File: src/hw/rtl/rvs_pkg.sv
// ----------------------------------------------------------------------------
// rvs_pkg
// shared types and constants for the rv64 subset core
// ----------------------------------------------------------------------------
package rvs_pkg;

    // default sizes, as log2 of the word counts
    localparam int DATA_AW_DEF  = 12;
    localparam int INSTR_AW_DEF = 15;

    // fixed widths of the fetch index result field and the decoded immediate
    localparam int FETCH_W = 15;
    localparam int IMM_W   = 21;

    // opcodes, bits [6:0] of the instruction
    localparam logic [6:0] OPC_ADD  = 7'h33;
    localparam logic [6:0] OPC_ADDI = 7'h13;
    localparam logic [6:0] OPC_JAL  = 7'h6f;
    localparam logic [6:0] OPC_JALR = 7'h67;
    localparam logic [6:0] OPC_BEQ  = 7'h63;
    localparam logic [6:0] OPC_LD   = 7'h03;
    localparam logic [6:0] OPC_SD   = 7'h23;

    // register watched for the t1 flag and the value it is compared with
    localparam logic [4:0]  WATCH_REG   = 5'd9;
    localparam logic [63:0] WATCH_VALUE = 64'd10;

    typedef enum logic [3:0] {
        OP_NOP,
        OP_HALT,
        OP_ADD,
        OP_ADDI,
        OP_JAL,
        OP_JALR,
        OP_BEQ,
        OP_LD,
        OP_SD
    } op_t;

    // decoded instruction
    typedef struct packed {
        op_t                     op;
        logic [4:0]              rs1;
        logic [4:0]              rs2;
        logic [4:0]              rd;
        logic signed [IMM_W-1:0] imm;
    } uop_t;

    // head of the queue, front to back
    typedef struct packed {
        logic valid;
        uop_t uop;
    } q_head_t;

    // back to front control
    typedef struct packed {
        logic pop;
        logic clearing;
    } back_ctl_t;

    // one result item
    typedef struct packed {
        logic              t1_equals_ten;
        logic signed [63:0] reg_value;
        logic [4:0]        reg_number;
        logic              reg_write;
        logic              halted;
        logic [FETCH_W-1:0] fetch_index;
    } result_t;

endpackage

File: src/hw/rtl/rvs_front.sv
// ----------------------------------------------------------------------------
// rvs_front
// input transfer, instruction decode and a two-entry queue toward the back
// ----------------------------------------------------------------------------
module rvs_front
(
    input  logic                clk,
    input  logic                rst_n,
    input  logic                in_valid,
    output logic                in_ready,
    input  logic [31:0]         in_word,
    output rvs_pkg::q_head_t    head,
    input  rvs_pkg::back_ctl_t  ctl
);

    rvs_pkg::uop_t q_reg [2];
    logic          wr_ptr_reg;
    logic          rd_ptr_reg;
    logic [1:0]    count_reg;
    logic [1:0]    count_next;
    logic          push;
    logic          pop;
    rvs_pkg::uop_t dec;

    // decode: opcode selects the class, immediate by format
    always_comb
    begin
        dec     = '0;
        dec.rs1 = in_word[19:15];
        dec.rs2 = in_word[24:20];
        dec.rd  = in_word[11:7];
        dec.op  = rvs_pkg::OP_NOP;
        case (in_word[6:0])
            rvs_pkg::OPC_ADD:  dec.op = rvs_pkg::OP_ADD;
            rvs_pkg::OPC_ADDI: dec.op = rvs_pkg::OP_ADDI;
            rvs_pkg::OPC_JAL:  dec.op = rvs_pkg::OP_JAL;
            rvs_pkg::OPC_JALR: dec.op = rvs_pkg::OP_JALR;
            rvs_pkg::OPC_BEQ:  dec.op = rvs_pkg::OP_BEQ;
            rvs_pkg::OPC_LD:   dec.op = rvs_pkg::OP_LD;
            rvs_pkg::OPC_SD:   dec.op = rvs_pkg::OP_SD;
            default:           dec.op = rvs_pkg::OP_NOP;
        endcase
        if (in_word == 32'd0)
        begin
            dec.op = rvs_pkg::OP_HALT;
        end
        case (dec.op)
            rvs_pkg::OP_SD:
                dec.imm = {{9{in_word[31]}}, in_word[31:25], in_word[11:7]};
            rvs_pkg::OP_BEQ:
                dec.imm = {{8{in_word[31]}}, in_word[31], in_word[7],
                           in_word[30:25], in_word[11:8], 1'b0};
            rvs_pkg::OP_JAL:
                dec.imm = {in_word[31], in_word[19:12], in_word[20],
                           in_word[30:21], 1'b0};
            default:
                dec.imm = {{9{in_word[31]}}, in_word[31:20]};
        endcase
    end

    assign in_ready   = (count_reg != 2'd2) && !ctl.clearing;
    assign push       = in_valid && in_ready;
    assign pop        = ctl.pop;
    assign head.valid = (count_reg != 2'd0);
    assign head.uop   = q_reg[rd_ptr_reg];

    always_comb
    begin
        count_next = count_reg;
        if (push && !pop)
        begin
            count_next = count_reg + 2'd1;
        end
        else if (pop && !push)
        begin
            count_next = count_reg - 2'd1;
        end
    end

    always_ff @(posedge clk or negedge rst_n)
    begin
        if (!rst_n)
        begin
            wr_ptr_reg <= 1'b0;
            rd_ptr_reg <= 1'b0;
            count_reg  <= 2'd0;
        end
        else
        begin
            count_reg <= count_next;
            if (push)
            begin
                wr_ptr_reg <= !wr_ptr_reg;
            end
            if (pop)
            begin
                rd_ptr_reg <= !rd_ptr_reg;
            end
        end
    end

    always_ff @(posedge clk)
    begin
        if (push)
        begin
            q_reg[wr_ptr_reg] <= dec;
        end
    end

endmodule

File: config.mk
export PLATFORM = sky130hd
export DESIGN_NAME = rvs_front
export DESIGN_NICKNAME = d
export VERILOG_FILES = /design/src/hw/rtl/rvs_pkg.sv /design/src/hw/rtl/rvs_front.sv
export SDC_FILE = /design/constraint.sdc
export NUM_CORES = 1
export LEC_CHECK = 0
export BUFFER_PORTS_ARGS = -buffer_cell sky130_fd_sc_hd__buf_2
export CORE_MARGIN = 2
export CORE_UTILIZATION = 57
export DETAILED_ROUTE_END_ITERATION = 7
export PLACE_DENSITY = 0.89
export SYNTH_ARGS = -nofsm -noshare
export SYNTH_HDL_FRONTEND = slang
export SYNTH_SLANG_ARGS = --single-unit
File: constraint.sdc
create_clock -name clk -period 6.11 [get_ports clk]
set_clock_uncertainty 0.05 [all_clocks]
set_input_delay 0.611 -clock clk [delete_from_list [all_inputs] [get_ports clk]]
set_output_delay 0.611 -clock clk [all_outputs]
set_load 0.01 [all_outputs]
After elaboration in Yosys (flattened, before gate mapping)

Memories as Yosys holds them, arrays and structs flattened.
Index checks and enable logic that the tools add are counted.

Add/sub/neg operators: 2
Equality and inequality tests: 11
Mux-type cells: 7
Reduce and logical (&&, ||, !) cells: 12

Operators with widths:

| kind                                                                   | count |
|---|---|
| 20-bit one-hot mux with 3 select lines                                 | 1 |
| 32-bit logical NOT                                                     | 1 |
| 4-bit one-hot mux with 7 select lines                                  | 1 |
| 7-bit equality test (second input constant)                            | 3 |
| 7-bit by 6-bit equality test with 1-bit output (second input constant) | 2 |
| 4-bit by 3-bit equality test with 1-bit output (second input constant) | 2 |
| 7-bit by 2-bit equality test with 1-bit output (second input constant) | 1 |
| 7-bit by 5-bit equality test with 1-bit output (second input constant) | 1 |
| 1-bit logical NOT                                                      | 5 |
| 4-bit equality test (second input constant)                            | 1 |
| 1-bit logical AND                                                      | 4 |
| 2-bit two-way mux                                                      | 2 |
| 4-bit two-way mux                                                      | 1 |
| 2-bit nonzero test                                                     | 2 |
| 2-bit by 1-bit adder with 2-bit output (second input constant)         | 1 |
| 1-bit two-way mux                                                      | 2 |
| 2-bit inequality test (second input constant)                          | 1 |
| 2-bit by 1-bit subtractor with 2-bit output (second input constant)    | 1 |

Bits in registers: 4
Memory bits (writable): 80
Input port bits: 37
Word-level logic and storage cells: 36
Memories kept: 1

Memories:

| name  | depth | width | read ports | clocked after Yosys merged registers in | write ports | line            | source |
|---|---|---|---|---|---|---|---|
| q_reg | 2     | 40    | 1          | 0                                       | 1           | rvs_front.sv:16 | `rvs_pkg::uop_t q_reg [2];` |

Longest topological paths before layout

Gate-level depths: netlist (run 1).

Depth after elaboration: 7
Depth in mapped cells: 8

Least setup slack after synthesis (run 1)

OpenSTA, ideal clock, no wires.

Kind: input -> register
Start point: in ctl[0] (netlist name)
End point: mem q_reg[0][0] (netlist name) (enable)
Library setup time: 437 ps
Arrival: 2740 ps
Setup slack: 2882 ps
Stages: 3
Buffers on the path: 0
Cells stage by stage: a21oi_1 nand2_1 nor2_1

Longest elaborated chain between the ends: 5

Ends and longest elaborated chain:

| item                                    | line             | source |
|---|---|---|
| start: declaration                      | rvs_front.sv:13  | `input rvs_pkg::back_ctl_t ctl` |
| 1-bit logical NOT                       | rvs_front.sv:61  | `assign in_ready = (count_reg != 2'd2) && !ctl.clearing;` |
| 1-bit logical AND                       | rvs_front.sv:61  |  |
| 1-bit logical AND                       | rvs_front.sv:62  | `assign push = in_valid && in_ready;` |
| 1-bit two-way mux                       | rvs_front.sv:104 | `if (push)` |
| 1-bit two-way mux (not written as such) | rvs_front.sv:106 | `q_reg[wr_ptr_reg] <= dec;` |
| end: declaration                        | rvs_front.sv:16  |  |

Every way passes these cells.

==> flow_summary.json, run 1 <==
{
  "status": "complete, no violations",
  "arrival_ps": 1910,
  "synth.avg_cell_area_um2": 17.7,
  "path_cells": "mux2_2 -> buf_2",
  "cts_setup_buffers": 0,
  "tightestPinTransition_ps": 1160,
  "hold_depth": 2,
  "synth-seq-area-share_pct": 72.3,
  "portBuffers": 78,
  "reg2reg_depth": 4,
  "fmax_ghz": 0.390,
  "dp.cells": 340,
  "dp_hpwl_um": 4290,
  "cpPeakStageDelay_ps": 970,
  "grt_max_degree": 42,
  "cp_num_buf_inv": 1,
  "syn_nets": 234,
  "irDropWorstVdd_v": 0.000308,
  "largest_register_ffs": 80,
  "nets": 315,
  "drt-vias-per-instance": 5.64,
  "rsz0062_at_grt": "no",
  "finalNonFillerCells": 356,
  "dr.first_iter.drc_count": 194,
  "drv_slew": 0,
  "cts_root_buf": "clkbuf_8",
  "ant_nets": 0,
  "yosysTopAreaCell": "edfxtp_1",
  "finalHoldViolations": 0,
  "start_kind": "register",
  "initial_core_util_pct": 58.8,
  "fillCellCount": 380,
  "cts_resized": 0,
  "seqCellArea_um2": 2500,
  "antennaDiodeCount": 0,
  "endpoint_kind": "output pin",
  "crit_path_top_delay_cell": "dfrtp_2",
  "multiInputGateArea_um2": 905,
  "critical_path_required_ps": 5450,
  "grt_usage_pct": 20.8,
  "synth_area_um2": 3460,
  "crit_path_max_fanout": 41,
  "cellLeakagePower_nw": 1.58,
  "setup_viol": 0,
  "cap_violations": 0,
  "drt-pass1-iter-count": 4,
  "drt_drc_violations_left": 0,
  "cts_made_buffers": 9,
  "gp_congestion": 0.824,
  "syn_to_final_growth_pct": 19.7,
  "cts_hold_buf": 1,
  "grt_pass1_vias": 2001,
  "io_pins": 79,
  "final_common_cell": "edfxtp_1",
  "clock_latency_ps": 340,
  "gr-total-overflow": 0,
  "synth_cell_types": 33,
  "drt-total-wl_um": 6680,
  "cts_buffer_depth": 2,
  "yosys_warnings": 0,
  "fin_setup_tns_ps": 0,
  "whs_ps": 402,
  "route.vias.total": 2009,
  "ys_ff_latch": 84,
  "maxSlewHeadroom_pct": 22.4,
  "die_width_um": 81.9,
  "netlist_top_cells_area": "edfxtp_1 69%, mux2_2 13%, dfrtp_1 2.9%",
  "power_density_nw_per_um2": 398,
  "final_cell_mix": "80 x edfxtp_1, 78 x buf_2, 40 x mux2_2",
  "critPathTopFamily": "flip-flops",
  "die_y_um": 81.9,
  "syn_inst": 196,
  "die_area_um2": 6710,
  "std_cell_rows": 28,
  "grt_pass1_wl_um": 9840,
  "crit_type": "register to output pin",
  "core_area_um2": 5890,
  "antenna_found_initial": 0,
  "synth_top_area_share_pct": 69.4,
  "clkTransAtPathRegs_ps": 70,
  "clock-sinks": 84,
  "cts_tree": "built",
  "fin_crit_ps": 2570,
  "fin_crit_sh_pct": 42.0,
  "h-tree-depth": 3,
  "hold_path_class": "input pin to register",
  "cp.depth": 2,
  "post_drt_wl_per_cell_um": 18.8,
  "drive_above_1_share_pct": 50.9
}
==> final timing paths <==
kind	end	slack [ps]	from
max reg2reg	q_reg[0][25]	3950	count_reg[0]
max in group asynchronous	rd_ptr_reg	5340	rst_n
min in group asynchronous	wr_ptr_reg	530	rst_n
min	rd_ptr_reg	400	ctl[1]
min reg2reg	count_reg[1]	450	count_reg[1]
max	head[20]	3540	rd_ptr_reg
==> layout make-up <==
cell class | instances | share of cell area, %
sequential | 84 | 60.4
multi-input combinational | 100 | 21.8
timing repair buffer | 79 | 9.66
clock buffer | 10 | 3.08
clock inverter | 5 | 2.45
tap | 75 | 2.27
inverter | 3 | 0.272
==> layer usage <==
metal	wire, um	GRT usage, %
met3	375	5.93
met5	0	0
met2	3490	34.7
met1	2670	25.3
met4	139	9.17
==> per-stage QoR <==
| stage | total power [mW] | utilization [%] | cell area [um2] | worst slack (ps) |
|---|---|---|---|---|
| floorplan | 1.05 | - | 3460 | 2880 |
| global placement | 1.20 | 66.3 | 3900 | 3750 |
| detailed placement | 1.21 | 66.3 | 3900 | 3690 |
| CTS | 1.66 | 70.4 | 4140 | 3530 |
| global route | 1.72 | 70.4 | 4140 | 3450 |
| finish | 1.65 | 70.4 | 4140 | 3540 |
==> Yosys cell counts <==
library cell / n
a21o_1: 9
a21oi_1: 1
a31oi_1: 2
and3_1: 1
and4b_4: 1
buf_2: 6
buf_4: 1
buf_6: 1
clkbuf_1: 1
dfrtp_1: 4
edfxtp_1: 80
ha_1: 1
inv_1: 3
mux2_2: 40
mux2_4: 4
mux2i_1: 1
nand2_1: 2
nand2_4: 1
nand2b_1: 2
nand3_1: 1
nand3b_1: 1
nand4_1: 4
nand4b_1: 1
nor2_1: 3
nor2_2: 2
nor2b_1: 2
nor3_1: 2
nor4_1: 9
o21ai_0: 2
o32ai_1: 1
or2_2: 1
xnor2_1: 2
xor2_1: 4
==> worst register-to-register path, cell delays in order, from the launching register on <==
cell     delay [ps]
dfrtp_1         410
inv_1            60
a21oi_1         180
nand2_1         160
nor2_4          900
==> cell families (layout without fill, tap and decap cells) <==
family                     Yosys count  after routing  synth area share (%)
AOI/OAI and AO/OA                   15             15                  3.00
xor gates and xnor gates             6              6                  1.52
adders and majority gates            1              1                 0.361
buffers and inverters               12             97                  1.84
DFF                                 84             84                  72.3
muxes                               45             45                  15.0
and+or+nand+nor                     33             33                  5.96
==> report_power, final <==
part	total, mW	switching (mW)	internal [mW]
sequential	0.800	0.0780	0.722
combinational	0.394	0.185	0.209
clock	0.455	0.187	0.268
Power figures use the tool's default switching activity.
==> inputs of run 2 (changes only) <==
Settings changed: ABC_AREA set to 1, CORE_UTILIZATION 57 to 54, PLACE_DENSITY 0.89 to 0.85.
Clock period 6.11 ns to 2.5 ns, I/O delays scaled along.
==> flow_summary.json, run 2 <==
{
  "status": "complete, no violations",
  "syn_nets": 281,
  "yosys_warnings": 0,
  "clock_latency_ps": 340,
  "hold_path_class": "input pin to register",
  "portBuffers": 78,
  "cts_root_buf": "clkbuf_8",
  "endpoint_kind": "output pin",
  "grt_usage_pct": 19.1,
  "drt-pass1-iter-count": 4,
  "io_pins": 79,
  "largest_register_ffs": 80,
  "clkTransAtPathRegs_ps": 70,
  "final_common_cell": "edfxtp_1",
  "finalHoldViolations": 0,
  "fin_setup_tns_ps": 0,
  "antenna_found_initial": 0,
  "drive_above_1_share_pct": 44.8,
  "crit_path_max_fanout": 41,
  "synthArstFlopShare_pct": 4.76,
  "die_width_um": 85.3,
  "p_total_mw": 3.88,
  "grt_max_degree": 42,
  "initial_core_util_pct": 55.9,
  "syn_inst": 243,
  "fin_crit_ps": 2000,
  "synth_area_um2": 3570,
  "grt_pass1_vias": 2174,
  "syn_to_final_growth_pct": 18.8,
  "cellLeakagePower_nw": 1.65,
  "route.vias.total": 2185,
  "drt-vias-per-instance": 5.30,
  "drt-total-wl_um": 6590,
  "dr.first_iter.drc_count": 124,
  "synth_edf_count": 80,
  "final_cell_mix": "80 x edfxtp_1, 78 x buf_2, 37 x mux2_2",
  "setup_viol": 0,
  "ys.flop_type": "edfxtp_1",
  "fin_crit_sh_pct": 79.8,
  "multiInputGateArea_um2": 980,
  "yosysTopAreaCell": "edfxtp_1",
  "die_y_um": 85.3,
  "cts_buffer_depth": 2,
  "synth_top_area_share_pct": 67.3,
  "gp_congestion": 0.854,
  "path_cells": "buf_4 -> mux2_2 -> buf_2",
  "cts_resized": 0,
  "grt_pass1_wl_um": 10400,
  "cts_hold_buf": 1,
  "power_density_nw_per_um2": 916,
  "ant_nets": 0,
  "cts_setup_buffers": 0,
  "std_cell_rows": 29,
  "cts_tree": "built",
  "drv_slew": 0,
  "rsz0062_at_grt": "no",
  "post_drt_wl_per_cell_um": 16.0,
  "clock-sinks": 84,
  "h-tree-depth": 3,
  "start_kind": "register",
  "synth_cell_types": 20,
  "core_area_um2": 6390,
  "nets": 368,
  "synth.avg_cell_area_um2": 14.7,
  "drt_drc_violations_left": 0,
  "tightestPinTransition_ps": 545,
  "crit_path_top_delay_cell": "buf_4",
  "antennaDiodeCount": 0,
  "critPathTopFamily": "buffers and inverters",
  "ys_ff_latch": 84,
  "cts_made_buffers": 9,
  "synth.most_common_cell": "edfxtp_1",
  "crit_type": "register to output pin",
  "cap_violations": 0,
  "die_area_um2": 7280,
  "fmax_ghz": 0.501,
  "synth_commonest_cells": "80 x edfxtp_1, 37 x mux2_2, 30 x nand2_1, 26 x nor2_1, 22 x nand3_1",
  "synth-seq-area-share_pct": 70.1,
  "fillCellCount": 464,
  "dp_hpwl_um": 4520,
  "cpPeakStageDelay_ps": 450,
  "critical_path_required_ps": 2200,
  "maxSlewHeadroom_pct": 63.7,
  "gr-total-overflow": 0,
  "arrival_ps": 1700,
  "netlist_top_cells_area": "edfxtp_1 67%, mux2_2 12%, nand2_1 3.2%",
  "seqCellArea_um2": 2500,
  "cp_num_buf_inv": 2,
  "irDropWorstVdd_v": 0.000991
}
## run 2: stage by stage
stage                     worst slack [ps]  std cells  util [%]  hold WS (ps)  instance area (um2)
after floorplan                       -527        243         -         -95.6                 3570
after global placement                 749        395      63.2          8.21                 4030
after detailed placement               654        395      63.2          15.3                 4030
after CTS                              469        412      66.4          46.3                 4240
after global routing                   399        412      66.4          55.2                 4240
final                                  504        412      66.4          56.8                 4240
## run 2: layout make-up
cell class | instances | share of cell area, %
well taps | 77 | 2.27
clock inverters | 2 | 0.826
flip-flops and latches | 84 | 59.0
inverters | 11 | 0.973
clock buffers | 14 | 3.83
multi-input cells | 142 | 23.1
repair buffers | 82 | 9.97
## run 2: layer usage
layer  global-route usage [%]  up-vias  part of all wire (%)
met3                     5.35       10                   6.3
met5                        0        -                     0
met4                     6.93        0                   1.7
met2                     32.7       76                    52
li1                         -     1047                     -
met1                     23.3     1052                    40
## run 2: cell families after synthesis
group,share of synthesized area (%)
xor+xnor,0.982
buf+inv,2.87
mux,12.6
compound gates,0.841
fa+ha+maj,0.350
simple gates,12.2
flops,70.1
## run 2: path summary, 6_finish.rpt
check                          endpoint  cells past startpoint  slack [ps]         start
setup reg to reg            q_reg[1][8]                      5         650  count_reg[0]
setup / recovery                head[0]                      3         500    rd_ptr_reg
max in group asynchronous    rd_ptr_reg                      2        2080         rst_n
min in group asynchronous    wr_ptr_reg                      2         180         rst_n
hold reg to reg            count_reg[0]                      1         450  count_reg[0]
hold / removal               rd_ptr_reg                      2          60        ctl[1]
## run 2: power breakdown
part	internal, mW	switching (mW)	leakage [nW]	total [mW]
clock network	0.516	0.432	0.101	0.948
registers	1.76	0.0541	0.775	1.82
logic	0.508	0.613	0.778	1.12
